$ cat config.mk
export PLATFORM = sky130hd
export DESIGN_NAME = lsp_ctrl
export DESIGN_NICKNAME = d
export VERILOG_FILES = /design/src/hdl/lsp_pkg.sv /design/src/hdl/lsp_ctrl.sv
export SDC_FILE = /design/constraint.sdc
export NUM_CORES = 1
export LEC_CHECK = 0
export BUFFER_PORTS_ARGS = -buffer_cell sky130_fd_sc_hd__buf_2
export CAP_MARGIN = 20
export CORE_ASPECT_RATIO = 2
export CORE_MARGIN = 2
export CORE_UTILIZATION = 59
export CTS_CLUSTER_DIAMETER = 120
export DETAILED_ROUTE_END_ITERATION = 6
export PLACE_DENSITY_LB_ADDON = 0.1
export SYNTH_ARGS = -nofsm -noshare
export SYNTH_HDL_FRONTEND = slang
export SYNTH_SLANG_ARGS = --single-unit
$ cat constraint.sdc
create_clock -name aclk -period 13.2 [get_ports aclk]
set_clock_uncertainty 0.1 [all_clocks]
set_input_delay 2.64 -clock aclk [delete_from_list [all_inputs] [get_ports aclk]]
set_output_delay 2.64 -clock aclk [all_outputs]
set_load 0.05 [all_outputs]
$ cat src/hdl/lsp_pkg.sv
// ----------------------------------------------------------------------------
// lsp_pkg
// Shared types and constants of the looping sample player.
// ----------------------------------------------------------------------------
package lsp_pkg;

    localparam int MAX_FRAMES_DEF  = 4096;
    localparam int SAMPLE_BITS_DEF = 16;

    localparam int GAIN_W  = 16;
    localparam int DELAY_W = 24;
    localparam int PASS_W  = 16;
    localparam int FUNC_W  = 3;

    localparam int APB_ADDR_W = 5;
    localparam int APB_DATA_W = 32;

    localparam logic [GAIN_W-1:0]  GAIN_UNITY  = 16'd16384;
    localparam logic [DELAY_W-1:0] DELAY_RESET = '0;

    typedef enum logic [FUNC_W-1:0] {
        FN_LOAD     = 3'd0,
        FN_TICK     = 3'd1,
        FN_PLAY     = 3'd2,
        FN_STOP     = 3'd3,
        FN_RESET    = 3'd4,
        FN_SET_LOOP = 3'd5
    } func_t;

    typedef enum logic [2:0] {
        REG_LENGTH = 3'd0,
        REG_DELAY  = 3'd1,
        REG_LGAIN  = 3'd2,
        REG_RGAIN  = 3'd3,
        REG_MONO   = 3'd4
    } reg_index_t;

    // configuration fields of fixed width
    typedef struct packed {
        logic [DELAY_W-1:0] loop_delay_frames;
        logic [GAIN_W-1:0]  left_gain;
        logic [GAIN_W-1:0]  right_gain;
        logic               source_is_mono;
    } cfg_t;

    // per-item control outcome, carried alongside the RAM read
    typedef struct packed {
        logic              play;
        logic              delay_flag;
        logic              active;
        logic [PASS_W-1:0] passes;
    } tick_info_t;

endpackage

$ cat src/hdl/lsp_ctrl.sv
// ----------------------------------------------------------------------------
// lsp_ctrl
// Playback state: position, loop delay, run/end flags and pass count.
// Updates at each accepted item and issues the store read address.
// ----------------------------------------------------------------------------
module lsp_ctrl #(
    parameter int MAX_FRAMES = lsp_pkg::MAX_FRAMES_DEF
) (
    input  logic                              aclk,
    input  logic                              aresetn,
    input  logic                              fire,
    input  logic [lsp_pkg::FUNC_W-1:0]        func,
    input  logic                              loop_enable,
    input  logic [$clog2(MAX_FRAMES+1)-1:0]   sample_length,
    input  lsp_pkg::cfg_t                     cfg,
    output logic [$clog2(MAX_FRAMES)-1:0]     rd_addr,
    output lsp_pkg::tick_info_t               info
);

    localparam int ADDR_W = $clog2(MAX_FRAMES);
    localparam int LEN_W  = $clog2(MAX_FRAMES + 1);
    localparam logic [LEN_W-1:0] LEN_MAX = LEN_W'(MAX_FRAMES);
    localparam logic [LEN_W-1:0] LEN_ONE = LEN_W'(1);

    logic [ADDR_W-1:0]          pos_reg, pos_next;
    logic [lsp_pkg::DELAY_W-1:0] delay_reg, delay_next;
    logic                       looping_reg, looping_next;
    logic                       running_reg, running_next;
    logic                       ended_reg, ended_next;
    logic [lsp_pkg::PASS_W-1:0] pass_reg, pass_next;

    logic [LEN_W-1:0]  len_eff;
    logic [ADDR_W-1:0] pos_eff;
    logic [LEN_W-1:0]  pos_inc;
    logic              play;
    logic              delay_flag;

    always_comb begin
        if (sample_length == '0) begin
            len_eff = LEN_ONE;
        end else if (sample_length > LEN_MAX) begin
            len_eff = LEN_MAX;
        end else begin
            len_eff = sample_length;
        end
        // shrunk length below the position plays from frame 0
        pos_eff = (LEN_W'(pos_reg) >= len_eff) ? '0 : pos_reg;
        pos_inc = LEN_W'(pos_eff) + LEN_ONE;
    end

    always_comb begin
        pos_next     = pos_reg;
        delay_next   = delay_reg;
        looping_next = looping_reg;
        running_next = running_reg;
        ended_next   = ended_reg;
        pass_next    = pass_reg;
        play         = 1'b0;
        delay_flag   = 1'b0;
        unique case (func)
            lsp_pkg::FN_TICK: begin
                if (running_reg && !ended_reg) begin
                    if (looping_reg && delay_reg != '0) begin
                        delay_next = delay_reg - 1'b1;
                        delay_flag = 1'b1;
                    end else begin
                        play = 1'b1;
                        if (pos_inc >= len_eff) begin
                            pos_next = '0;
                            if (looping_reg) begin
                                pass_next  = pass_reg + 1'b1;
                                delay_next = cfg.loop_delay_frames;
                            end else begin
                                ended_next = 1'b1;
                            end
                        end else begin
                            pos_next = pos_inc[ADDR_W-1:0];
                        end
                    end
                end
            end
            lsp_pkg::FN_PLAY: running_next = 1'b1;
            lsp_pkg::FN_STOP: running_next = 1'b0;
            lsp_pkg::FN_RESET: begin
                pos_next     = '0;
                delay_next   = '0;
                running_next = 1'b0;
                ended_next   = 1'b0;
                pass_next    = '0;
            end
            lsp_pkg::FN_SET_LOOP: begin
                looping_next = loop_enable;
                // leaving a delay early ends the stream
                if (delay_reg != '0) begin
                    delay_next = '0;
                    ended_next = 1'b1;
                end
            end
            default: ;
        endcase
    end

    always_ff @(posedge aclk) begin
        if (!aresetn) begin
            pos_reg     <= '0;
            delay_reg   <= '0;
            looping_reg <= 1'b0;
            running_reg <= 1'b0;
            ended_reg   <= 1'b0;
            pass_reg    <= '0;
        end else if (fire) begin
            pos_reg     <= pos_next;
            delay_reg   <= delay_next;
            looping_reg <= looping_next;
            running_reg <= running_next;
            ended_reg   <= ended_next;
            pass_reg    <= pass_next;
        end
    end

    assign rd_addr         = pos_eff;
    assign info.play       = play;
    assign info.delay_flag = delay_flag;
    assign info.active     = running_next && !ended_next;
    assign info.passes     = pass_next;

endmodule

**After elaboration in Yosys (flattened, before gate mapping)**

Cells that the tools add are included.

- Bits in registers: 55
- Bits in latches: 0
- Memory bits (writable): 0
- Memory bits (read-only): 0
- Input bits: 77
- Output and inout port bits: 31
- Logic and storage cells: 66
- Memories: 0

- Add/sub/neg operators: 3
- $mul: 0
- Div/mod/pow operators: 0
- Order comparisons: 3
- Eq/ne operators: 10
- Shifts and indexed selects: 0
- Muxes and demuxes: 31
- Bitwise gates (word level): 0
- Reductions and logical operators: 13

Operators by type and width:

| operator | count |
|---|---|
| $mux 24 | 5 |
| $pmux 24 s3 | 1 |
| $mux 16 | 4 |
| $mux 12 | 4 |
| $pmux 16 s2 | 1 |
| $mux 13 | 2 |
| $pmux 12 s2 | 1 |
| $reduce_bool 24->1 | 1 |
| $sub 24x1->24 const B | 1 |
| $add 16x1->16 const B | 1 |
| $add 12x1->13 const B | 1 |
| $ge 12x13->1 | 1 |
| $ge 13x13->1 | 1 |
| $gt 13x13->1 const B | 1 |
| $logic_not 13->1 | 1 |
| $mux 1 | 11 |
| $eq 3x2->1 const B | 2 |
| $eq 3x3->1 const B | 2 |
| $ne 2x2->1 const B | 3 |
| $ne 3x3->1 const B | 2 |
| $reduce_and 6->1 | 1 |
| $reduce_and 4->1 | 1 |
| $eq 3x1->1 const B | 1 |
| $logic_and 1x1->1 | 3 |
| other kinds (7) | 8 |

**Depth between registers and ports, before layout**

- Depth after elaboration: 13
- Mapped depth: 28
- Depth with buffers taken out: 25

**Worst setup path after synthesis**

No wires, ideal clock.

- Kind: input port to output port
- Start point: input sample_length[12]
- End point: output info[9] in the netlist's numbering
- Arrival: 8.630 ns
- Required time: 10.460 ns
- Setup slack: 1.830 ns
- Stages on the path: 23
- Buffers on the path: 2
- Path through: inv_1 clkbuf_1 nand2_1 ha_1 a21o_1 a21oi_1 o2111ai_1 a31oi_1 a211oi_1 nor2_1 ha_1 nand3_1 nor2_1 and3_1 and3_1 nor2b_1 o21a_1 ha_1 nand4_1 o31ai_4 clkbuf_1 nand3_1 o31ai_1

RTL lines:

| what | line | RTL |
|---|---|---|
| start, declared | lsp_ctrl.sv:14 | `input logic [$clog2(MAX_FRAMES+1)-1:0] sample_length,` |
| end, declared | lsp_ctrl.sv:17 | `output lsp_pkg::tick_info_t info` |

==> summary.md <==
| Metric | Value |
|---|---|
| Outcome | completed |
| Post-cts resize count | 0 |
| DR vias | 4,670 |
| Flop-to-flop setup slack | 7130 ps |
| Number of synthesized flops with an enable pin | 0 |
| Die W | 65.2 um |
| Distinct cells, synth | 66 |
| Async S/R FF share, synth | 0% |
| Setup TNS Final | 0 ps |
| Number of nets still failing antenna checks after routing | 0 |
| Layout Utilization | 68.6% |
| Tot GR Track Use | 30.3% |
| Register area share after synthesis | 24.9% |
| Die Y-Extent | 126 um |
| Post-Route WL | 12.3 mm |
| Max reg flops | 24 |
| Die area | 0.00824 sq mm |
| Core Rows | 44 |
| Synth Warn # | 0 |
| Post-CTS Setup Bufs | 0 |
| Antenna violations before repair | 0 |
| Relative slew slack | 28.9% |
| CTS tree | yes |
| Internal Power | 0.000295 W |
| Yosys reg bits | 55 |
| Starting Density | 60.8% |
| N_diodes | 0 |
| Max_cap viols | 0 |
| CTS buffer count | 5 |
| Final Net Count | 743 |
| Cells after Synth | 584 |
| Largest net degree at the start of global routing | 40 |
| Mapped cell area | 0.00442 sq mm |
| DR pass1 iterations | 5 |
| Clk buf depth | 2 |
| Wire length per cell | 16.8 um |
| P per Cell Area | 83.9 mW/mm^2 |
| RSZ-0062 raised after global routing | no |
| CP max FO | 29 |
| Period Utilization, post-route | 86.3% |
| Root Buffer | clkbuf_16 |
| Fin. Hold Viols | 0 |
| First-pass GRT wire length | 20.3 mm |
| Final Slew Violations | 0 |
| Max IR drop VDD | 0.0512 mV |
| Layout fillers | 682 |
| Core area | 0.00727 sq mm |
| Final Setup Violations | 0 |
| Total grt overflow | 0 |
| Worst Setup Start Kind | primary input |
| Worst-Margin Slew | 1060 ps |
| Comb power frac | 20.3% |
| Switch share | 29.6% |
| Commonest non-fill, non-tap cell in the layout | buf_2 |
| IO Pins | 108 |
| Leakage Power | 2.16 nW |
| Final HPWL DP | 8.93 mm |
| Req. time, crit path | 10,460 ps |
| Drt drc | 0 |
| Ys flop type | dfxtp_1 |
| Clock sinks | 55 |
| Hold buffers post-CTS | 0 |
| Port Buffers | 74 |
| Vias in the first global route | 4,465 |
| Clk pwr share | 38.2% |
| H-Tree Depth | 2 |
| Minimum clock period | 11,390 ps |
| DR vias/cell | 6.40 |
| Hold/Removal Path Class | reg2reg |
| Reg power frac | 41.5% |
| Area growth, synth to finish | 12.8% |
| WS Path Type | in2out |
| Psw | 0.000124 W |
| Critical Path Sink Type | primary output |
| Fmax | 87.8 MHz |
| Share of cells above drive strength 1 | 17.6% |
| Clock Latency Late Sink | 300 ps |
| Crit path arrival time | 8650 ps |
| Initial DRC count | 333 |
| Syn avg cell area | 7.57 sq um |
| Routability congestion estimate | 0.874 |
| Clock transition at path regs | 70 ps |
| Synth Net Count | 690 |
| Most frequent cells in the layout | buf_2, nand2_1, dfxtp_1 |
## worst max-delay path, stage by stage
cell,delay (ps)
buf_2,120
inv_1,280
nand2_1,140
ha_1,320
a21o_1,170
a21oi_1,300
o2111ai_1,210
a31oi_1,230
a211o_1,130
buf_4,260
and2_1,200
ha_1,260
nand3_1,160
nor2_1,210
and3_1,230
and3_1,200
nor2b_1,60
o21a_1,190
ha_1,320
nand4_1,140
o31ai_4,750
nand3_1,310
o211a_1,320
or2_2,300
buf_2,210
## Yosys cell counts (3+ instances only)
library cell | instances | area, sq um
or3_1 | 7 | 43.8
xnor2_1 | 6 | 52.6
nand2_1 | 67 | 251
a211oi_1 | 3 | 22.5
ha_1 | 29 | 363
a21o_1 | 3 | 22.5
a32oi_1 | 9 | 78.8
dfxtp_1 | 55 | 1100
nor3_1 | 18 | 90.1
buf_2 | 4 | 20.0
nand2b_1 | 6 | 37.5
a31oi_1 | 20 | 125
a311oi_1 | 3 | 26.3
inv_1 | 17 | 63.8
o22ai_1 | 4 | 25.0
clkbuf_1 | 26 | 97.6
nor4_1 | 8 | 50.1
o21bai_1 | 5 | 37.5
nor2b_1 | 8 | 50.1
and2_1 | 18 | 113
o21ai_0 | 29 | 145
and4_1 | 3 | 26.3
nor2_1 | 51 | 191
or2_2 | 3 | 18.8
nor4_4 | 3 | 63.8
nand3_1 | 25 | 125
o31ai_1 | 10 | 75.1
xor2_1 | 9 | 78.8
o211ai_1 | 16 | 120
mux2i_1 | 3 | 30.0
nand4_1 | 9 | 56.3
or4_1 | 10 | 75.1
a21oi_1 | 37 | 185
and3_1 | 13 | 81.3
o31a_1 | 4 | 35.0
o221a_2 | 5 | 56.3
## power groups by stage
stage | Sequential [W] | Clock, W | Combinational, W
2_1_floorplan | 0.000176 | 0 | 0.0000608
3_3_place_gp | 0.000177 | 0 | 0.0000817
3_5_place_dp | 0.000177 | 0 | 0.0000836
4_1_cts | 0.000173 | 0.000161 | 0.0000844
5_1_grt | 0.000174 | 0.000165 | 0.0000943
6_report | 0.000174 | 0.000160 | 0.0000850
## metrics by stage
stage	power, W	std cells	setup slack [ps]	instance area [sq um]	hold slack (ps)
floorplan	0.000237	584	1830	4420	337
global placement	0.000259	722	1960	4810	350
detailed placement	0.000261	722	1820	4810	362
CTS	0.000418	730	1810	4990	375
global route	0.000434	730	1430	4990	422
finish	0.000419	730	1810	4990	375
## path summary, 6_finish.rpt
path / cells after the start / startpoint / endpoint
max: 25 / sample_length[12] / info[15]
min: 2 / delay_reg[15]$_SDFFE_PN0P_ / delay_reg[15]$_SDFFE_PN0P_
max reg2reg: 22 / pos_reg[10]$_SDFFE_PN0P_ / delay_reg[6]$_SDFFE_PN0P_
min reg2reg: 2 / delay_reg[15]$_SDFFE_PN0P_ / delay_reg[15]$_SDFFE_PN0P_
## per-layer routing
layer	GRT usage, %	routed length, um	vias up
met3	3.46	517	25
met4	13.1	339	0
met5	0	0	-
li1	-	-	2299
met2	56.0	6670	158
met1	33.6	4770	2188
## final cells by class
type,count,area [sq um],share of cell area (%)
clock buffers,6,139,2.78
multi-input cells,478,3120,62.5
repair buffers,80,415,8.33
well taps,92,115,2.31
flip-flops and latches,55,1100,22.1
clock inverters,2,35.0,0.702
inverters,17,63.8,1.28
## logic make-up (layout without fill, tap and decap cells)
group	after synthesis	in the layout	share of synthesized area, %
xor gates and xnor gates	15	15	2.97
muxes	3	3	0.679
AOI/OAI and AO/OA	166	166	25.7
buffers and inverters	51	105	4.78
DFF	55	55	24.9
adders and majority gates	29	29	8.21
and+or+nand+nor	265	265	32.8
Power figures use the tool's default switching activity.
