==> src/hdl/lsp_pkg.sv <==
// ----------------------------------------------------------------------------
// lsp_pkg
// Shared types and constants of the looping sample player.
// ----------------------------------------------------------------------------
package lsp_pkg;

    localparam int MAX_FRAMES_DEF  = 4096;
    localparam int SAMPLE_BITS_DEF = 16;

    localparam int GAIN_W  = 16;
    localparam int DELAY_W = 24;
    localparam int PASS_W  = 16;
    localparam int FUNC_W  = 3;

    localparam int APB_ADDR_W = 5;
    localparam int APB_DATA_W = 32;

    localparam logic [GAIN_W-1:0]  GAIN_UNITY  = 16'd16384;
    localparam logic [DELAY_W-1:0] DELAY_RESET = '0;

    typedef enum logic [FUNC_W-1:0] {
        FN_LOAD     = 3'd0,
        FN_TICK     = 3'd1,
        FN_PLAY     = 3'd2,
        FN_STOP     = 3'd3,
        FN_RESET    = 3'd4,
        FN_SET_LOOP = 3'd5
    } func_t;

    typedef enum logic [2:0] {
        REG_LENGTH = 3'd0,
        REG_DELAY  = 3'd1,
        REG_LGAIN  = 3'd2,
        REG_RGAIN  = 3'd3,
        REG_MONO   = 3'd4
    } reg_index_t;

    // configuration fields of fixed width
    typedef struct packed {
        logic [DELAY_W-1:0] loop_delay_frames;
        logic [GAIN_W-1:0]  left_gain;
        logic [GAIN_W-1:0]  right_gain;
        logic               source_is_mono;
    } cfg_t;

    // per-item control outcome, carried alongside the RAM read
    typedef struct packed {
        logic              play;
        logic              delay_flag;
        logic              active;
        logic [PASS_W-1:0] passes;
    } tick_info_t;

endpackage

==> src/hdl/lsp_regs.sv <==
// ----------------------------------------------------------------------------
// lsp_regs
// APB configuration registers: length, loop delay, gains, mono select.
// ----------------------------------------------------------------------------
module lsp_regs #(
    parameter int MAX_FRAMES = lsp_pkg::MAX_FRAMES_DEF
) (
    input  logic                                  aclk,
    input  logic                                  aresetn,
    input  logic                                  psel,
    input  logic                                  penable,
    input  logic                                  pwrite,
    input  logic [lsp_pkg::APB_ADDR_W-1:0]        paddr,
    input  logic [lsp_pkg::APB_DATA_W-1:0]        pwdata,
    output logic [lsp_pkg::APB_DATA_W-1:0]        prdata,
    output logic                                  pready,
    output logic [$clog2(MAX_FRAMES+1)-1:0]       sample_length,
    output lsp_pkg::cfg_t                         cfg
);

    localparam int LEN_W = $clog2(MAX_FRAMES + 1);

    logic [LEN_W-1:0] length_reg;
    lsp_pkg::cfg_t    cfg_reg;
    logic [2:0]       index;
    logic             wr_en;

    assign index  = paddr[4:2];
    assign wr_en  = psel && penable && pwrite;
    assign pready = 1'b1;

    always_ff @(posedge aclk) begin
        if (!aresetn) begin
            length_reg                <= LEN_W'(MAX_FRAMES);
            cfg_reg.loop_delay_frames <= lsp_pkg::DELAY_RESET;
            cfg_reg.left_gain         <= lsp_pkg::GAIN_UNITY;
            cfg_reg.right_gain        <= lsp_pkg::GAIN_UNITY;
            cfg_reg.source_is_mono    <= 1'b0;
        end else if (wr_en) begin
            unique case (index)
                lsp_pkg::REG_LENGTH: length_reg <= pwdata[LEN_W-1:0];
                lsp_pkg::REG_DELAY:
                    cfg_reg.loop_delay_frames <= pwdata[lsp_pkg::DELAY_W-1:0];
                lsp_pkg::REG_LGAIN:  cfg_reg.left_gain <= pwdata[lsp_pkg::GAIN_W-1:0];
                lsp_pkg::REG_RGAIN:  cfg_reg.right_gain <= pwdata[lsp_pkg::GAIN_W-1:0];
                lsp_pkg::REG_MONO:   cfg_reg.source_is_mono <= pwdata[0];
                default: ;
            endcase
        end
    end

    always_comb begin
        prdata = '0;
        unique case (index)
            lsp_pkg::REG_LENGTH: prdata = lsp_pkg::APB_DATA_W'(length_reg);
            lsp_pkg::REG_DELAY:  prdata = lsp_pkg::APB_DATA_W'(cfg_reg.loop_delay_frames);
            lsp_pkg::REG_LGAIN:  prdata = lsp_pkg::APB_DATA_W'(cfg_reg.left_gain);
            lsp_pkg::REG_RGAIN:  prdata = lsp_pkg::APB_DATA_W'(cfg_reg.right_gain);
            lsp_pkg::REG_MONO:   prdata = lsp_pkg::APB_DATA_W'(cfg_reg.source_is_mono);
            default:             prdata = '0;
        endcase
    end

    assign sample_length = length_reg;
    assign cfg           = cfg_reg;

endmodule

==> config.mk <==
export PLATFORM = sky130hd
export DESIGN_NAME = lsp_regs
export DESIGN_NICKNAME = d
export VERILOG_FILES = /design/src/hdl/lsp_pkg.sv /design/src/hdl/lsp_regs.sv
export SDC_FILE = /design/constraint.sdc
export NUM_CORES = 1
export LEC_CHECK = 0
export BUFFER_PORTS_ARGS = -buffer_cell sky130_fd_sc_hd__buf_4
export CORE_UTILIZATION = 40
export DETAILED_ROUTE_END_ITERATION = 8
export PLACE_DENSITY = 0.78
export SYNTH_ARGS = -nofsm -noshare
export SYNTH_HDL_FRONTEND = slang
export SYNTH_SLANG_ARGS = --single-unit
==> constraint.sdc <==
create_clock -name aclk -period 7 [get_ports aclk]
set_clock_uncertainty 0.2 [all_clocks]
set_input_delay 2.1 -clock aclk [delete_from_list [all_inputs] [get_ports aclk]]
set_output_delay 2.1 -clock aclk [all_outputs]
set_load 0.01 [all_outputs]
==> Word-level counts from Yosys, hierarchy flattened <==
Cells that the tools add are included.
{ "totals": {"reg_bits": 70, "in_bits": 42, "out_inout_bits": 103, "word_cells": 18} }
{ "op_classes": {"eq_ne": 4, "muxes": 1, "reduce_logical": 8} }
{ "op_table": {"columns": ["cell", "count"], "rows": [
  ["$pmux W24 S5", 1],
  ["$reduce_and A2 Y1", 5],
  ["$eq A3 B2 Y1 const B", 2],
  ["$eq A3 B1 Y1 const B", 1],
  ["$eq A3 B3 Y1 const B", 1],
  ["$logic_not A3 Y1", 1],
  ["$logic_and A1 B1 Y1", 2]
]} }

==> Longest topological paths before layout <==
Gate-level depths: netlist of run 1.
{ "depth": {"ltp_word": 3, "ltp_mapped": 6, "mapped_depth_nobuf": 3} }

==> Worst setup path before layout of run 1 <==
Ideal clock, no wire load.
{ "synth_timing": {"path_type": "in2out", "startpoint": "in paddr[3] in the netlist's numbering", "endpoint": "out prdata[12] in the netlist's numbering", "arrival_time_ps": 3009, "required_time_ps": 4700, "path_slack_ps": 1691, "stages": 4, "n_path_buf": 2, "cell_sequence": "buf_6 -> buf_12 -> mux4_1 -> nor2b_1"} }
{ "synth_between": {"elab_chain_cells": 2, "elab_cells_between_ends": 6, "classes_between": "4 x eq/ne; 1 x mux; 1 x reduce/logical"} }
{ "synth_lines": {"columns": ["item", "line_no", "text"], "rows": [
  ["from (decl)", "lsp_regs.sv:13", "input logic [lsp_pkg::APB_ADDR_W-1:0] paddr,"],
  ["$eq A3 B3 Y1, or another cell as far along", "lsp_regs.sv:54", "unique case (index)"],
  ["$pmux W24 S5 *", "lsp_regs.sv:54", null],
  ["to (decl)", "lsp_regs.sv:15", "output logic [lsp_pkg::APB_DATA_W-1:0] prdata,"]
]} }
Mark *: on every way between the ends. The rest lies on a longest branch, timed or not.

==> Final worst setup path of run 1 <==
{ "layout_timing": {"startpoint": "in paddr[3] in the netlist's numbering", "endpoint": "out prdata[1] in the netlist's numbering"} }
Same word-level chain as after synthesis.

==> impl_metrics.json, run 1 <==
{
  "drive_above_1_share": 0.343,
  "period_needed_ps": 5670,
  "dieArea_um2": 8890,
  "ant_nets": 0,
  "avgSynthCellArea_um2": 10.3,
  "seq_area_frac_synth": 0.411,
  "hold_viol_final": 0,
  "critPathMaxFanout": 24,
  "clockBufferDepth": 2,
  "clock_latency_ps": 340,
  "multi_input_area_um2": 1770,
  "power_density_nw_per_um2": 179,
  "fin_nets": 483,
  "yosys.area.top_type": "dfxtp_1",
  "routedWlPerCell_um": 15.4,
  "hold_buffers": 0,
  "die_w_um": 94.3,
  "status": "complete, no violations",
  "io_buffers": 125,
  "design_area_um2": 4450,
  "start_util": 0.415,
  "design.core.area_um2": 8220,
  "maxCapViolations": 0,
  "cp.required_ps": 4700,
  "syn_inst": 331,
  "cts.sinks": 70,
  "yosys.cell_types.count": 31,
  "seqCellArea_um2": 1400,
  "hpwl_mm": 5.69,
  "grt_antenna_before_repair": 0,
  "io_pins": 145,
  "avgViaCountPerCell": 5.01,
  "diodes": 0,
  "drv_slew": 0,
  "dr.first_iter.drc_count": 69,
  "grt_remaining_overflow": 0,
  "path_clk_slew_ps": 80,
  "synth-edff-count": 0,
  "synth_top_area_frac": 0.411,
  "hold_path.class": "reg -> reg",
  "cp_cell_sequence": "buf_4, mux4_1, nor2b_1, buf_4",
  "start_kind": "input port",
  "grt_max_degree": 96,
  "yosysMostFrequentCell": "nand2_1",
  "rsz0062_at_grt": "false",
  "fp-row-count": 33,
  "htree_num_levels": 3,
  "synth_common_cells": "nand2_1 (93), dfxtp_1 (70), mux2i_1 (69), nor2b_1 (16), buf_4 (11)",
  "synthFlopType": "dfxtp_1",
  "place.gp.congestion": 0.696,
  "num_vias": 2758,
  "die_y_um": 94.3,
  "worstSetupPathType": "in -> out",
  "leakagePower_nw": 2.09,
  "grt_pass1_vias": 2753,
  "fin_crit_sh": 0.810,
  "cts_tree": "built",
  "slew_headroom": 0.308,
  "path_delay_family": "multiplexers",
  "irDropWorstVdd_v": 0.000105,
  "crit_path_top_delay_cell": "mux4_1",
  "endpoint_kind": "primary output",
  "synth_warnings": 0,
  "fin_setup_tns_ps": 0,
  "syn-cell-area_um2": 3410,
  "dpl-instance-area_um2": 4250,
  "first_pass_iters": 4,
  "cp_num_buf_inv": 2,
  "setup_viol": 0,
  "finalWirelength_mm": 8.49,
  "largest_reg_flops": 57,
  "synth.area.top_cells": "dfxtp_1 (41%), mux2i_1 (20%), nand2_1 (10%)",
  "async_reset_ff_frac": 0,
  "path_common_cell": "buf_4",
  "grt_first_pass_wirelength_mm": 13.3,
  "cts-buffers-inserted": 9,
  "yosys_register_bits": 70,
  "slowest_delay_ps": 620,
  "worst_slew_pin_slew_ps": 1040,
  "drc_errors": 0,
  "grt_util_all_layers": 0.197,
  "post_cts_resized": 0,
  "area_delta_synth_final_pct": 30.5,
  "arrival_ps": 3370,
  "fillers": 776,
  "fmax_mhz": 176,
  "post_cts_buffers": 0,
  "root_buffer": "clkbuf_8"
}
==> cell usage in the layout, fill, tap and decap left out, drive strengths merged, types with 2 or more instances in the layout <==
cell type	netlist	final
nor2b	16	16
mux2i	69	69
nor2	6	6
clkbuf	7	10
conb	2	9
nand2	93	93
buf	26	126
a22oi	4	4
mux2	4	4
mux4	12	12
inv	0	2
nand3	3	3
and2	8	8
clkinvlp	0	3
dfxtp	70	70
==> worst paths after layout <==
check	slack [ps]	end	start	cells after the start
max	1330	prdata[1]	paddr[3]	4
min	270	cfg[55]	cfg[55]	2
max reg2reg	6120	sample_length[12]	sample_length[12]	2
min reg2reg	270	cfg[55]	cfg[55]	2
==> worst min-delay path, cell delays in order (launching register included) <==
cell     delay (ps)
dfxtp_1         320
nand2_1          50
mux2i_1          50
==> layer usage <==
metal | global-route usage | up-vias | routed length (um)
li1 | - | 1340 | -
met2 | 0.342 | 107 | 4150
met5 | 0 | - | 0
met4 | 0.0654 | 0 | 61
met1 | 0.226 | 1305 | 3580
met3 | 0.0639 | 6 | 694
==> kinds of logic after synthesis <==
group,Yosys count,share of synthesized area
buffers and inverters,34,0.0786
DFF,70,0.411
other,2,0.00220
AOI/OAI and AO/OA,7,0.0151
muxes,85,0.306
and+or+nand+nor,133,0.187
==> where the power goes <==
group | switching, W | internal (W) | total [W] | leakage [nW]
sequential | 0.00000225 | 0.000401 | 0.000403 | 0.564
clock | 0.000164 | 0.000167 | 0.000331 | 0.0895
combinational | 0.0000369 | 0.0000272 | 0.0000641 | 1.43
total | 0.000203 | 0.000595 | 0.000798 | 2.09
==> stage by stage <==
stage / std cells / hold WS [ps] / utilization / total power (W) / setup WS (ps)
after global placement: 535 / 255 / 0.517 / 0.000476 / 1340
after global routing: 551 / 289 / 0.541 / 0.000833 / 1240
after floorplan: 338 / 287 / - / 0.000457 / 1690
final: 551 / 273 / 0.541 / 0.000798 / 1330
after detailed placement: 535 / 262 / 0.517 / 0.000477 / 1320
after CTS: 551 / 277 / 0.541 / 0.000808 / 1320
==> final cells by class <==
class,instances,area share
Tap cell,105,0.0295
Multi-Input combinational cell,234,0.398
Clock inverter,6,0.0158
Timing Repair Buffer,126,0.213
Clock buffer,10,0.0287
Sequential cell,70,0.315
Note: power is estimated with default switching activity, not from simulation.
==> run 2, diff against run 1 <==
ABC_AREA = 1   (was default)
PLACE_DENSITY = 0.77   (was 0.78)
clock period = 5.6 ns   (was 7 ns; I/O delays follow)
==> impl_metrics.json, run 2 <==
{
  "fin_cells": 788,
  "seq_area_frac_synth": 0.392,
  "start_kind": "input port",
  "reg2reg_depth": 2,
  "design.core.area_um2": 8680,
  "drc_errors": 0,
  "synth-edff-count": 0,
  "ant_nets": 0,
  "fp-row-count": 34,
  "synth_top_area_frac": 0.392,
  "yosysMostFrequentCell": "nor2_1",
  "routedWlPerCell_um": 12.3,
  "hpwl_mm": 6.41,
  "cts.sinks": 70,
  "first_pass_iters": 4,
  "hold_path.class": "reg -> reg",
  "drive_above_1_share": 0.235,
  "dieArea_um2": 9320,
  "hp-start": "cfg[10]",
  "yosys.area.top_type": "dfxtp_1",
  "fin_setup_tns_ps": 0,
  "worstSetupPathType": "in -> out",
  "syn-cell-area_um2": 3580,
  "post_cts_buffers": 0,
  "finalWirelength_mm": 9.67,
  "synth_warnings": 0,
  "endpoint_kind": "primary output",
  "io_buffers": 125,
  "setup_viol": 0,
  "yosys_register_bits": 70,
  "drv_slew": 0,
  "htree_num_levels": 3,
  "grt_antenna_before_repair": 0,
  "io_pins": 145,
  "power_density_nw_per_um2": 228,
  "crit_start": "paddr[3]",
  "area_delta_synth_final_pct": 30.1,
  "grt_util_all_layers": 0.206,
  "async_reset_ff_frac": 0,
  "clock_latency_ps": 330,
  "r2r_setup_slack_ps": 4760,
  "cts_tree": "built",
  "arrival_ps": 2930,
  "period_needed_ps": 4810,
  "worst_slew_pin_slew_ps": 900,
  "place.gp.congestion": 0.772,
  "fmax_mhz": 208,
  "p_sw_w": 0.000256,
  "irDropWorstVdd_v": 0.000136,
  "worstHoldEndpoint": "cfg[10]",
  "synthFlopType": "dfxtp_1",
  "hold_viol_final": 0,
  "die_w_um": 96.6,
  "reg2reg_to": "sample_length[12]",
  "finalPower_w": 0.00106,
  "layout_commonest_cell": "nor2_1",
  "rsz0062_at_grt": "false",
  "critPathMaxFanout": 24,
  "yosys.cell_types.count": 21,
  "dp_cells": 772,
  "clockBufferDepth": 2,
  "clockPowerShare": 0.420,
  "fin_nets": 717,
  "cp.required_ps": 3720,
  "grt_remaining_overflow": 0,
  "mostFrequentLayoutCells": "nor2_1 (155), nand2_1 (149), buf_4 (129)",
  "path_clk_slew_ps": 70,
  "hold_depth": 2,
  "grt_max_degree": 71,
  "diodes": 0,
  "hold_buffers": 0,
  "p_seq_frac": 0.479,
  "avgViaCountPerCell": 4.67,
  "crit-reg2reg-launch": "sample_length[12]",
  "syn_inst": 568,
  "cts-buffers-inserted": 9,
  "die_y_um": 96.6,
  "grt_first_pass_wirelength_mm": 14.8,
  "maxCapViolations": 0,
  "synth_common_cells": "nor2_1 (155), nand2_1 (149), dfxtp_1 (70), nand3_1 (60), inv_1 (57)",
  "leakagePower_nw": 2.27,
  "grt_pass1_vias": 3018,
  "post_cts_resized": 0,
  "synth.area.top_cells": "dfxtp_1 (39%), nor2_1 (16%), nand2_1 (16%)",
  "dr.first_iter.drc_count": 163,
  "dpl-instance-area_um2": 4440,
  "root_buffer": "clkbuf_8",
  "num_vias": 3683,
  "avgSynthCellArea_um2": 6.30,
  "largest_reg_flops": 57,
  "sw_frac_of_total": 0.241,
  "status": "complete, no violations",
  "cell_internal_pwr_w": 0.000807,
  "slew_headroom": 0.399,
  "start_util": 0.412,
  "fin_crit_sh": 0.859,
  "pwr-share-comb": 0.101,
  "design_area_um2": 4650
}
run 2: layout make-up:
class / count / area (um^2)
flip-flops and latches: 70 / 1400
fillers: 871 / 4030
well taps: 108 / 135
repair buffers: 129 / 968
inverters: 61 / 229
multi-input cells: 404 / 1700
clock buffers: 12 / 145
clock inverters: 4 / 70.1
run 2: per-layer routing:
metal	part of all wire	routed length (um)	global-route usage
met5	0	0	0
met4	0.020	197	0.0944
met3	0.046	446	0.0282
met2	0.49	4710	0.345
met1	0.45	4310	0.263
run 2: power groups by stage:
stage	clock, W	combinational (W)	sequential [W]
after floorplan	0	0.0000681	0.000523
after global placement	0	0.000105	0.000520
after detailed placement	0	0.000107	0.000521
after CTS	0.000454	0.000108	0.000509
after global routing	0.000478	0.000120	0.000510
final	0.000446	0.000108	0.000509
run 2: cell families (layout without fill, tap and decap cells):
kind of cell           Yosys count  after routing  synth area share
and+or+nand+nor                379            379             0.443
buffers and inverters          101            206             0.141
AOI/OAI and AO/OA               16             16            0.0224
DFF                             70             70             0.392
other                            2              9           0.00210
run 2: worst max-delay path by stage:
stage / end / slack [ps] / cells after the start
global placement: prdata[3] / 780 / 9
floorplan: prdata[10] / 1190 / 9
detailed placement: prdata[3] / 750 / 9
finish: prdata[3] / 790 / 9
CTS: prdata[3] / 740 / 9
global route: prdata[2] / 640 / 9
run 2: worst max-delay path, stage by stage:
cell,delay (ps)
buf_4,160
inv_2,100
nand2_2,80
nor2_4,470
nand2_1,100
nand2_1,80
inv_1,40
nand2_1,90
buf_4,130
run 2: metrics by stage:
stage	util	hold slack [ps]	setup slack (ps)
floorplan	-	311	1190
CTS	0.536	303	741
finish	0.536	302	787
detailed placement	0.511	293	750
global route	0.536	329	640
global placement	0.511	282	782
