**config.mk**
```make
export PLATFORM = sky130hd
export DESIGN_NAME = lsp_scale
export DESIGN_NICKNAME = d
export VERILOG_FILES = /design/src/hdl/lsp_pkg.sv /design/src/hdl/lsp_scale.sv
export SDC_FILE = /design/constraint.sdc
export NUM_CORES = 1
export LEC_CHECK = 0
export CORE_MARGIN = 2
export CORE_UTILIZATION = 45
export DETAILED_ROUTE_END_ITERATION = 8
export DONT_BUFFER_PORTS = 1
export GPL_TIMING_DRIVEN = 0
export PLACE_DENSITY = 0.69
export SETUP_SLACK_MARGIN = 0.1
export SYNTH_ARGS = -nofsm -noshare
export SYNTH_HDL_FRONTEND = slang
export SYNTH_SLANG_ARGS = --single-unit
```
**constraint.sdc**
```tcl
create_clock -name vclk -period 11
set_input_delay 1.65 -clock vclk [all_inputs]
set_output_delay 1.65 -clock vclk [all_outputs]
set_load 0.05 [all_outputs]
```
**src/hdl/lsp_pkg.sv**
```systemverilog
// ----------------------------------------------------------------------------
// lsp_pkg
// Shared types and constants of the looping sample player.
// ----------------------------------------------------------------------------
package lsp_pkg;

    localparam int MAX_FRAMES_DEF  = 4096;
    localparam int SAMPLE_BITS_DEF = 16;

    localparam int GAIN_W  = 16;
    localparam int DELAY_W = 24;
    localparam int PASS_W  = 16;
    localparam int FUNC_W  = 3;

    localparam int APB_ADDR_W = 5;
    localparam int APB_DATA_W = 32;

    localparam logic [GAIN_W-1:0]  GAIN_UNITY  = 16'd16384;
    localparam logic [DELAY_W-1:0] DELAY_RESET = '0;

    typedef enum logic [FUNC_W-1:0] {
        FN_LOAD     = 3'd0,
        FN_TICK     = 3'd1,
        FN_PLAY     = 3'd2,
        FN_STOP     = 3'd3,
        FN_RESET    = 3'd4,
        FN_SET_LOOP = 3'd5
    } func_t;

    typedef enum logic [2:0] {
        REG_LENGTH = 3'd0,
        REG_DELAY  = 3'd1,
        REG_LGAIN  = 3'd2,
        REG_RGAIN  = 3'd3,
        REG_MONO   = 3'd4
    } reg_index_t;

    // configuration fields of fixed width
    typedef struct packed {
        logic [DELAY_W-1:0] loop_delay_frames;
        logic [GAIN_W-1:0]  left_gain;
        logic [GAIN_W-1:0]  right_gain;
        logic               source_is_mono;
    } cfg_t;

    // per-item control outcome, carried alongside the RAM read
    typedef struct packed {
        logic              play;
        logic              delay_flag;
        logic              active;
        logic [PASS_W-1:0] passes;
    } tick_info_t;

endpackage

```
**src/hdl/lsp_scale.sv**
```systemverilog
// ----------------------------------------------------------------------------
// lsp_scale
// Q2.14 gain: multiply, round half up, floor shift, saturate.
// ----------------------------------------------------------------------------
module lsp_scale #(
    parameter int SAMPLE_BITS = lsp_pkg::SAMPLE_BITS_DEF
) (
    input  logic signed [SAMPLE_BITS-1:0]    sample,
    input  logic [lsp_pkg::GAIN_W-1:0]       gain,
    output logic signed [SAMPLE_BITS-1:0]    scaled
);

    localparam int P = SAMPLE_BITS + lsp_pkg::GAIN_W + 1;
    localparam logic signed [P-1:0] HI   = P'((64'sd1 <<< (SAMPLE_BITS - 1)) - 64'sd1);
    localparam logic signed [P-1:0] LO   = -HI - P'(1);
    localparam logic signed [P-1:0] HALF = P'(8192);

    logic signed [P-1:0] sample_ext;
    logic signed [P-1:0] gain_ext;
    logic signed [P-1:0] prod;
    logic signed [P-1:0] rounded;
    logic signed [P-1:0] q;

    assign sample_ext = {{(P-SAMPLE_BITS){sample[SAMPLE_BITS-1]}}, sample};
    assign gain_ext   = {{(P-lsp_pkg::GAIN_W){1'b0}}, gain};
    assign prod       = sample_ext * gain_ext;
    assign rounded    = prod + HALF;
    assign q          = rounded >>> 14;

    always_comb begin
        if (q > HI) begin
            scaled = HI[SAMPLE_BITS-1:0];
        end else if (q < LO) begin
            scaled = LO[SAMPLE_BITS-1:0];
        end else begin
            scaled = q[SAMPLE_BITS-1:0];
        end
    end

endmodule
```
---- Word-level counts from Yosys, hierarchy flattened ----
Index checks and enable logic that the tools add are counted.
storage, ports and cells
  register bits ........................... 0
  input port bits ......................... 32
  output and inout bits ................... 16
  logic and storage cells ................. 6
operators by class
  add/sub/neg operators ................... 1
  multiply operators ...................... 1
  $lt $le $gt $ge ......................... 2
  mux-type cells .......................... 2
operators by type and width
  kind                                                             number
  adder 33 x 15 -> 33 bit, second input constant                   1
  multiplier 16 x 17 -> 33 bit                                     1
  two-way mux 16 bit                                               2
  greater-than comparator 19 x 16 -> 1 bit, second input constant  1
  less-than comparator 19 x 16 -> 1 bit, second input constant     1

---- Depth between registers and ports, before layout ----
Gate-level depths: netlist of the first run.
  word-level depth ........................ 5
  depth in mapped cells ................... 25
  mapped depth without buffers ............ 23

---- Worst setup path before layout of the first run ----
OpenSTA, ideal clock, no wires.
  path kind ............................... input -> output
  from .................................... in sample[1]
  to ...................................... out scaled[10]
  arrival time ............................ 8.207 ns
  required time ........................... 9.350 ns
  setup slack ............................. 1.143 ns
  stages .................................. 23
  buffers on the path ..................... 2
  cell sequence ........................... clkbuf_1 -> nand2_1 -> fa_1 -> fa_1 -> fa_1 -> fa_1 -> inv_1 -> fa_1 -> inv_1 -> fa_1 -> inv_1 -> ha_1 -> nand4_1 -> nor4_1 -> a22o_1 -> nor3_2 -> o41ai_4 -> a311oi_4 -> o21ai_4 -> xor2_2 -> nand2_2 -> buf_6 -> a21o_1
on the way
  word-level cells in the longest chain between the ends .. 5
  elaborated cells between the ends (all ways) .. 6
  those cells by class .................... add/sub: 1; mul: 1; order compare: 2; mux: 2
RTL lines
  what                                   RTL line         RTL
  from (decl)                            lsp_scale.sv:8   input logic signed [SAMPLE_BITS-1:0] sample,
  multiplier 16 x 17 -> 33 bit (*)       lsp_scale.sv:26  assign prod = sample_ext * gain_ext;
  adder 33 x 15 -> 33 bit (*)            lsp_scale.sv:27  assign rounded = prod + HALF;
  less-than comparator 19 x 16 -> 1 bit  lsp_scale.sv:33  end else if (q < LO) begin
  two-way mux 16 bit                     lsp_scale.sv:33
  two-way mux 16 bit (*)                 lsp_scale.sv:31  if (q > HI) begin
  to (decl)                              lsp_scale.sv:10  output logic signed [SAMPLE_BITS-1:0] scaled
Every way passes the cells marked *; elsewhere a longest branch is shown, timed or not.

---- Worst setup path after layout of the first run ----
  from .................................... in gain[7] (netlist bit)
  to ...................................... out scaled[6]
on the way
  word-level cells in the longest chain between the ends .. 5
  elaborated cells between the ends (all ways) .. 6
  those cells by class .................... add/sub: 1; mul: 1; order compare: 2; mux: 2
RTL lines
  what                                   RTL line         RTL
  from (decl)                            lsp_scale.sv:9   input logic [lsp_pkg::GAIN_W-1:0] gain,
  multiplier 16 x 17 -> 33 bit (*)       lsp_scale.sv:26
  adder 33 x 15 -> 33 bit (*)            lsp_scale.sv:27
  less-than comparator 19 x 16 -> 1 bit  lsp_scale.sv:33
  two-way mux 16 bit                     lsp_scale.sv:33
  two-way mux 16 bit (*)                 lsp_scale.sv:31
Marks and branches as above.

==> results.md, run 1 <==
* Core ar. at 18800 µm²
* Fillers at 1852
* ANT nets after route at 0
* Final WL at 22300 µm
* Area growth, synth to finish at 3.88%
* HP Start: sample[15]
* Startpoint Class: primary input
* Rows at 50
* Die Wd at 143 µm
* Initial Utilization at 0.461
* Cts hold-fix bufs at 0
* Final hold viol count at 0
* Final setup violation count at 0
* CP arrival at 8820 ps
* Total track usage at 0.232
* Port bufs at 0
* Syn_nets at 1338
* Vias in the first global route at 6933
* Synthesis Warnings at 0
* Top post-synthesis cells by area: fa_1 45%, ha_1 17%, inv_1 10%
* Largest net degree at the start of global routing at 11
* Die area at 20400 µm²
* DRT iter0 DRCs at 353
* Period utilization at 0.952
* Outcome: finished, final reports clean
* DPL Wire Length at 19000 µm
* Initial antenna violation count at 0
* WP data required at 9350 ps
* Ant diodes at 0
* I/O pin cnt at 48
* First-pass GRT wire length at 36400 µm
* Vias per inst at 5.28
* Clkbuf count at 0
* DR DRC count at 0
* Crit path capture type: output pin
* Setup tns final at 0 ps
* Fin nets at 1340
* Tightest Pin Transition at 715 ps
* Vias at 6630
* CP Class: in -> out
* Overflow after GRT at 0
* Top cell type's share of synthesized area at 0.447
* Post-Syn Instances at 995
* WHS Endpoint: scaled[15]
* Max cap viols at 0
* Worst hold slack at 4110 ps
* Fin crit period at 10470 ps
* Place WS at 389 ps
* Yosys top cell by area: fa_1
* Die Ht at 143 µm
* Wirelength per Cell at 17.8 µm
* Mean Syn Cell Area at 8.72 µm²
* Detailed Routing Iterations Pass 1 at 5
* Fmax at 95.5 MHz
* Worst hold path type: in -> out
* Final worst slack at 533 ps
* Fraction of layout cells with a size suffix above 1 at 0.0121
* Post-Syn Area at 8680 µm²
* Storage element area at 0 µm²
* Multi-input gate area at 7650 µm²
* WHS Path Cells at 4
* Register area share after synthesis at 0
* CP max FO at 10
* RSZ-0062 raised after global routing: no
* Library cells used by synthesis at 42
* Routability cong. at 0.899
* Slew margin rel. at 0.520
* Slew Limit Fails at 0
* Seq cells at 0
worst max path at each step:
stage / cells past startpoint / from / to / slack (ps)
final: 25 / gain[7] / scaled[6] / 530
after global routing: 23 / gain[10] / scaled[5] / 150
after CTS: 25 / gain[7] / scaled[6] / 380
after detailed placement: 25 / gain[7] / scaled[6] / 390
after global placement: 23 / gain[10] / scaled[6] / 510
after floorplan: 23 / sample[1] / scaled[10] / 1140
stage by stage:
stage	instance area, µm²	std cells	util
finish	9020	1255	0.479
global route	9020	1255	0.479
CTS	9000	1255	0.478
detailed placement	9000	1255	0.478
global placement	9000	1255	0.478
floorplan	8680	995	-
synthesized netlist by cell type, types with 2 or more instances:
cell / count
inv_1: 236
fa_1: 194
nand2_1: 139
ha_1: 117
and2_1: 114
clkbuf_1: 35
a21oi_1: 25
a21o_1: 20
nor2_1: 20
o21ai_0: 14
xnor2_1: 11
nand3_1: 9
xor2_1: 9
nand2b_1: 7
nand4_1: 5
o21a_1: 4
a221oi_1: 3
o21bai_1: 3
a211oi_1: 2
a21boi_0: 2
nand2_2: 2
nor3_1: 2
nor4_1: 2
o21ai_1: 2
kinds of logic (layout without fill, tap and decap cells):
family / after synthesis / after routing / synth area share
AOI/OAI and AO/OA: 87 / 87 / 0.0714
adders and majority gates: 311 / 311 / 0.616
buffers and inverters: 274 / 274 / 0.120
xor gates and xnor gates: 21 / 21 / 0.0221
and+or+nand+nor: 302 / 302 / 0.171
worst max-delay path: stages:
cell	delay, ps
clkbuf_1	450
nand2_1	170
fa_1	570
inv_1	50
fa_1	510
inv_1	60
fa_1	520
inv_1	50
fa_1	480
fa_1	500
inv_1	50
fa_1	530
inv_1	60
ha_1	350
nand2_2	120
nor2_1	50
a22o_1	230
nor3_2	490
o21bai_1	270
a221oi_2	300
xnor2_1	210
o21ai_0	150
a21oi_2	340
buf_4	240
a21o_1	390
layout make-up:
type                            instances  area share
Inverter                              236      0.0983
Multi-Input combinational cell        721       0.849
Buffer                                 38      0.0171
Tap cell                              260      0.0361
cell usage in the layout (no fill, tap or decap), types with 3 or more instances in the layout:
| cell | netlist | routed |
|---|---|---|
| inv_1 | 236 | 236 |
| fa_1 | 194 | 194 |
| nand2_1 | 139 | 139 |
| ha_1 | 117 | 117 |
| and2_1 | 114 | 114 |
| clkbuf_1 | 35 | 35 |
| a21oi_1 | 25 | 25 |
| nor2_1 | 20 | 20 |
| a21o_1 | 20 | 20 |
| o21ai_0 | 14 | 14 |
| xnor2_1 | 11 | 11 |
| nand3_1 | 9 | 9 |
| xor2_1 | 9 | 9 |
| nand2b_1 | 7 | 7 |
| nand4_1 | 5 | 5 |
| o21a_1 | 4 | 4 |
| a221oi_1 | 3 | 3 |
| o21bai_1 | 3 | 3 |
metal layers:
metal	routed length, µm	share of wire	track usage	vias up
li1	-	-	-	2978
met5	0	0	0	-
met2	10800	0.48	0.396	270
met3	1760	0.079	0.0282	50
met4	702	0.031	0.0552	0
met1	9050	0.40	0.316	3332
timing repair:
action | in CTS | in global routing
setup endpoints to repair | 0 | 10
buffers inserted | 0 | 0
resized for setup | 0 | 1
Power of run 1 is not shown: default switching activity piles up to over one toggle a cycle in this logic, so the estimate is an artifact.
==> inputs of run 2 (changes only) <==
--- a/config.mk
+++ b/config.mk
@@ -10,7 +10,7 @@
 export DETAILED_ROUTE_END_ITERATION = 8
 export DONT_BUFFER_PORTS = 1
 export GPL_TIMING_DRIVEN = 0
-export PLACE_DENSITY = 0.69
+export PLACE_DENSITY = 0.7
 export SETUP_SLACK_MARGIN = 0.1
 export SYNTH_ARGS = -nofsm -noshare
 export SYNTH_HDL_FRONTEND = slang
==> results.md, run 2 (synthesis gave the netlist of run 1 again) <==
* Outcome: finished, final reports clean
* CP max FO at 10 (unchanged)
* Core ar. at 18800 µm² (unchanged)
* Clkbuf count at 0 (unchanged)
* Final setup violation count at 0 (unchanged)
* Die Ht at 143 µm (unchanged)
* Place WS at 358 ps (-31.6 ps)
* Slew Limit Fails at 0 (unchanged)
* Vias per inst at 5.31 (+0.49%)
* Crit path capture type: output pin
* Tightest Pin Transition at 705 ps (-10.2 ps)
* Fin nets at 1340 (unchanged)
* RSZ-0062 raised after global routing: no
* Post-CTS Setup Inserts at 0 (unchanged)
* Final WL at 22000 µm (-1.4%)
* Seq cells at 0 (unchanged)
* Final hold viol count at 0 (unchanged)
* Startpoint Class: primary input
* Utilization after layout at 0.479 (about the same)
* M2 GR Usage at 0.391 (-0.00455)
* Most common cell after layout, fill and taps aside: inv_1
* Critical path startpoint: gain[9]
* Vias in the first global route at 7218 (+4.1%)
* Met1 GRT Util at 0.298 (-0.0175)
* GR Util met3 at 0.0412 (+0.0131)
* Wirelength per Cell at 17.5 µm (-1.5%)
* Most Used Layer, Global Route: met2
* Overflow after GRT at 0 (unchanged)
* First-pass GRT wire length at 36300 µm (-0.30%)
* CP arrival at 8770 ps (-50 ps)
* Period utilization at 0.947 (-0.00421)
* Fin crit period at 10420 ps (-46.3 ps)
* DR DRC count at 0 (unchanged)
* WP data required at 9350 ps (about the same)
* Storage element area at 0 µm² (unchanged)
* Final worst slack at 579 ps (+46.3 ps)
* Fmax at 96.0 MHz (+0.44%)
* Worst hold path type: in -> out
* DPL Wire Length at 19000 µm (-0.29%)
* Port bufs at 0 (unchanged)
* DRT iter0 DRCs at 270 (-24%)
* Most frequent cells in the layout: 236 x inv_1, 194 x fa_1, 139 x nand2_1
* Die Wd at 143 µm (unchanged)
* Setup tns final at 0 ps (unchanged)
* Die area at 20400 µm² (unchanged)
* HP Start: sample[15]
* Initial antenna violation count at 2 (+2)
* Initial Utilization at 0.461 (unchanged)
* Total track usage at 0.228 (-0.00336)
* ANT nets after route at 0 (unchanged)
* Max cap viols at 0 (unchanged)
* Detailed Routing Iterations Pass 1 at 7 (+2)
* Slew margin rel. at 0.527 (+0.00684)
* Area growth, synth to finish at 3.91% (about the same)
* Largest net degree at the start of global routing at 11 (unchanged)
* Routability cong. at 0.930 (+3.3%)
* Vias at 6668 (+0.57%)
* CP Class: in -> out
* Fraction of layout cells with a size suffix above 1 at 0.0121 (unchanged)
* Rows at 50 (unchanged)
* Post-cts resize count at 0 (unchanged)
* Cts hold-fix bufs at 0 (unchanged)
* I/O pin cnt at 48 (unchanged)
-- run 2: cell types whose count changed in the layout (fill, tap and decap cells not counted), sizes merged --
cell,change
diode,+1
-- run 2: stage by stage --
stage | hold WS (ps) | instance area, µm² | cells
floorplan | 4010 | 8680 | 995
global placement | 4070 | 9000 | 1255
detailed placement | 4080 | 9000 | 1255
CTS | 4080 | 9000 | 1255
global route | 4150 | 9020 | 1256
finish | 4100 | 9020 | 1256
-- run 2: path summary, 6_finish.rpt --
| kind | to | slack [ps] | cells past startpoint |
|---|---|---|---|
| hold / removal | scaled[15] | 4100 | 4 |
| setup / recovery | scaled[8] | 580 | 23 |
-- run 2: critical path, cell delays in order --
cell and delay (ps):
clkbuf_1 520, nand2_1 160, fa_1 520, fa_1 540, fa_1 520, fa_1 550, inv_1 50, fa_1 530
inv_1 60, fa_1 530, inv_1 50, ha_1 320, nand4_1 150, nor4_1 290, a22o_1 190, nor3_2 90
o41ai_4 560, a311oi_4 210, o21ai_4 210, xor2_4 400, nand2_2 160, buf_6 170, a21o_1 320
-- run 2: final cells by class --
type	count	area, µm²
fillers	1824	9810
multi-input cells	721	7650
well taps	260	325
inverters	236	886
plain buffers	38	154
diodes	1	2.50
-- run 2: per-layer routing --
metal / part of all wire / routed length [µm] / up-vias
met1: 0.41 / 8970 / 3394
met2: 0.48 / 10600 / 239
met3: 0.076 / 1680 / 53
met5: 0.00059 / 13 / -
li1: - / - / 2980
met4: 0.033 / 716 / 2
Power of run 2 is left out for the same reason.
==> inputs of run 3 (changes only) <==
--- a/config.mk
+++ b/config.mk
@@ -5,7 +5,7 @@
 export SDC_FILE = /design/constraint.sdc
 export NUM_CORES = 1
 export LEC_CHECK = 0
-export CORE_MARGIN = 2
+export CAP_MARGIN = 20
 export CORE_UTILIZATION = 45
 export DETAILED_ROUTE_END_ITERATION = 8
 export DONT_BUFFER_PORTS = 1
==> constraint.sdc (replaced) <==
create_clock -name vclk -period 13.12
set_input_delay 1.968 -clock vclk [all_inputs]
set_output_delay 1.968 -clock vclk [all_outputs]
set_load 0.05 [all_outputs]
==> results.md, run 3 (synthesis gave the netlist of run 1 again) <==
* Outcome: finished, final reports clean
* Core ar. at 18800 µm² (unchanged)
* Port bufs at 0 (unchanged)
* Ant diodes at 0 (-1)
* Storage element area at 0 µm² (unchanged)
* ANT nets after route at 0 (unchanged)
* CP max FO at 10 (unchanged)
* DPL Wire Length at 18900 µm (-0.13%)
* Fmax at 88.4 MHz
* Slew Limit Fails at 0 (unchanged)
* Detailed Routing Iterations Pass 1 at 4 (-3)
* Fin crit period at 11310 ps
* Die Ht at 141 µm (-1.4%)
* Final hold viol count at 0 (unchanged)
* Wirelength per Cell at 17.5 µm (-0.38%)
* Period utilization at 0.862
* DRT iter0 DRCs at 350 (+30%)
* DR DRC count at 0 (unchanged)
* Final setup violation count at 0 (unchanged)
* Clkbuf count at 0 (unchanged)
* Total track usage at 0.235 (+0.00677)
* Fillers at 1840 (+0.88%)
* Post-CTS Setup Inserts at 0 (unchanged)
* Fraction of layout cells with a size suffix above 1 at 0.0121 (unchanged)
* RSZ-0062 raised after global routing: no
* CP Class: in -> out
* Rows at 50 (unchanged)
* Critical path startpoint: gain[10]
* Post-cts resize count at 0 (unchanged)
* Area growth, synth to finish at 3.75%
* Initial Utilization at 0.461 (unchanged)
* Vias at 6528 (-2.1%)
* Initial antenna violation count at 0 (-2)
* Worst hold slack at 4730 ps (+625 ps)
* Routability cong. at 0.906 (-2.5%)
* Vias in the first global route at 7090 (-1.8%)
* First-pass GRT wire length at 36200 µm (-0.27%)
* Startpoint Class: primary input
* Crit path capture type: output pin
* Slew margin rel. at 0.534 (+0.00727)
* Setup tns final at 0 ps (unchanged)
* Max cap viols at 0 (unchanged)
* HP Start: sample[15]
* WP data required at 11150 ps (+1800 ps)
* Die area at 19800 µm² (-2.8%)
* Die Wd at 141 µm (-1.4%)
* Most frequent cells in the layout: 236 x inv_1, 194 x fa_1, 139 x nand2_1
* Tightest Pin Transition at 699 ps (-6.43 ps)
* Largest net degree at the start of global routing at 11 (unchanged)
* Cts hold-fix bufs at 0 (unchanged)
* Most common cell after layout, fill and taps aside: inv_1
* I/O pin cnt at 48 (unchanged)
* Worst hold path type: in -> out
* CP arrival at 9340 ps (+570 ps)
* Fin nets at 1340 (unchanged)
* Overflow after GRT at 0 (unchanged)
* Seq cells at 0 (unchanged)
* Vias per inst at 5.20 (-2.0%)
* Final WL at 21900 µm (-0.46%)
run 3: cell type report:
cell class	instances	area (µm²)	area share
Inverter	236	886	0.0984
Buffer	38	154	0.0171
Tap cell	260	325	0.0361
Multi-Input combinational cell	721	7640	0.848
run 3: critical path, stage by stage:
cell	delay, ps
clkbuf_1	500
nand2_1	170
fa_1	550
fa_1	520
fa_1	520
fa_1	550
inv_1	60
fa_1	540
inv_1	60
fa_1	530
inv_1	50
ha_1	330
nand4_1	140
nor2_1	60
a22o_1	240
nor3_2	470
o41ai_4	220
a311oi_4	490
o21ai_4	90
xor2_2	570
nand2_2	190
buf_6	190
a21o_1	330
run 3: through the flow:
stage / worst slack (ps) / utilization / instances / area [µm²]
after floorplan: 2630 / - / 995 / 8680
after global placement: 1890 / 0.478 / 1255 / 9000
after global routing: 1490 / 0.478 / 1255 / 9000
final: 1810 / 0.478 / 1255 / 9000
after CTS: 1820 / 0.478 / 1255 / 9000
after detailed placement: 1830 / 0.478 / 1255 / 9000
run 3: final timing paths:
| check | endpoint | slack, ps | cells after the start |
|---|---|---|---|
| setup / recovery | scaled[9] | 1810 | 23 |
| hold / removal | scaled[15] | 4730 | 4 |
run 3: per-layer routing:
metal	part of all wire	vias up	GRT usage
li1	-	2977	-
met1	0.39	3272	0.299
met2	0.49	241	0.407
met3	0.089	38	0.0543
met4	0.026	0	0.0526
met5	0	-	0
Power of run 3 is left out for the same reason.
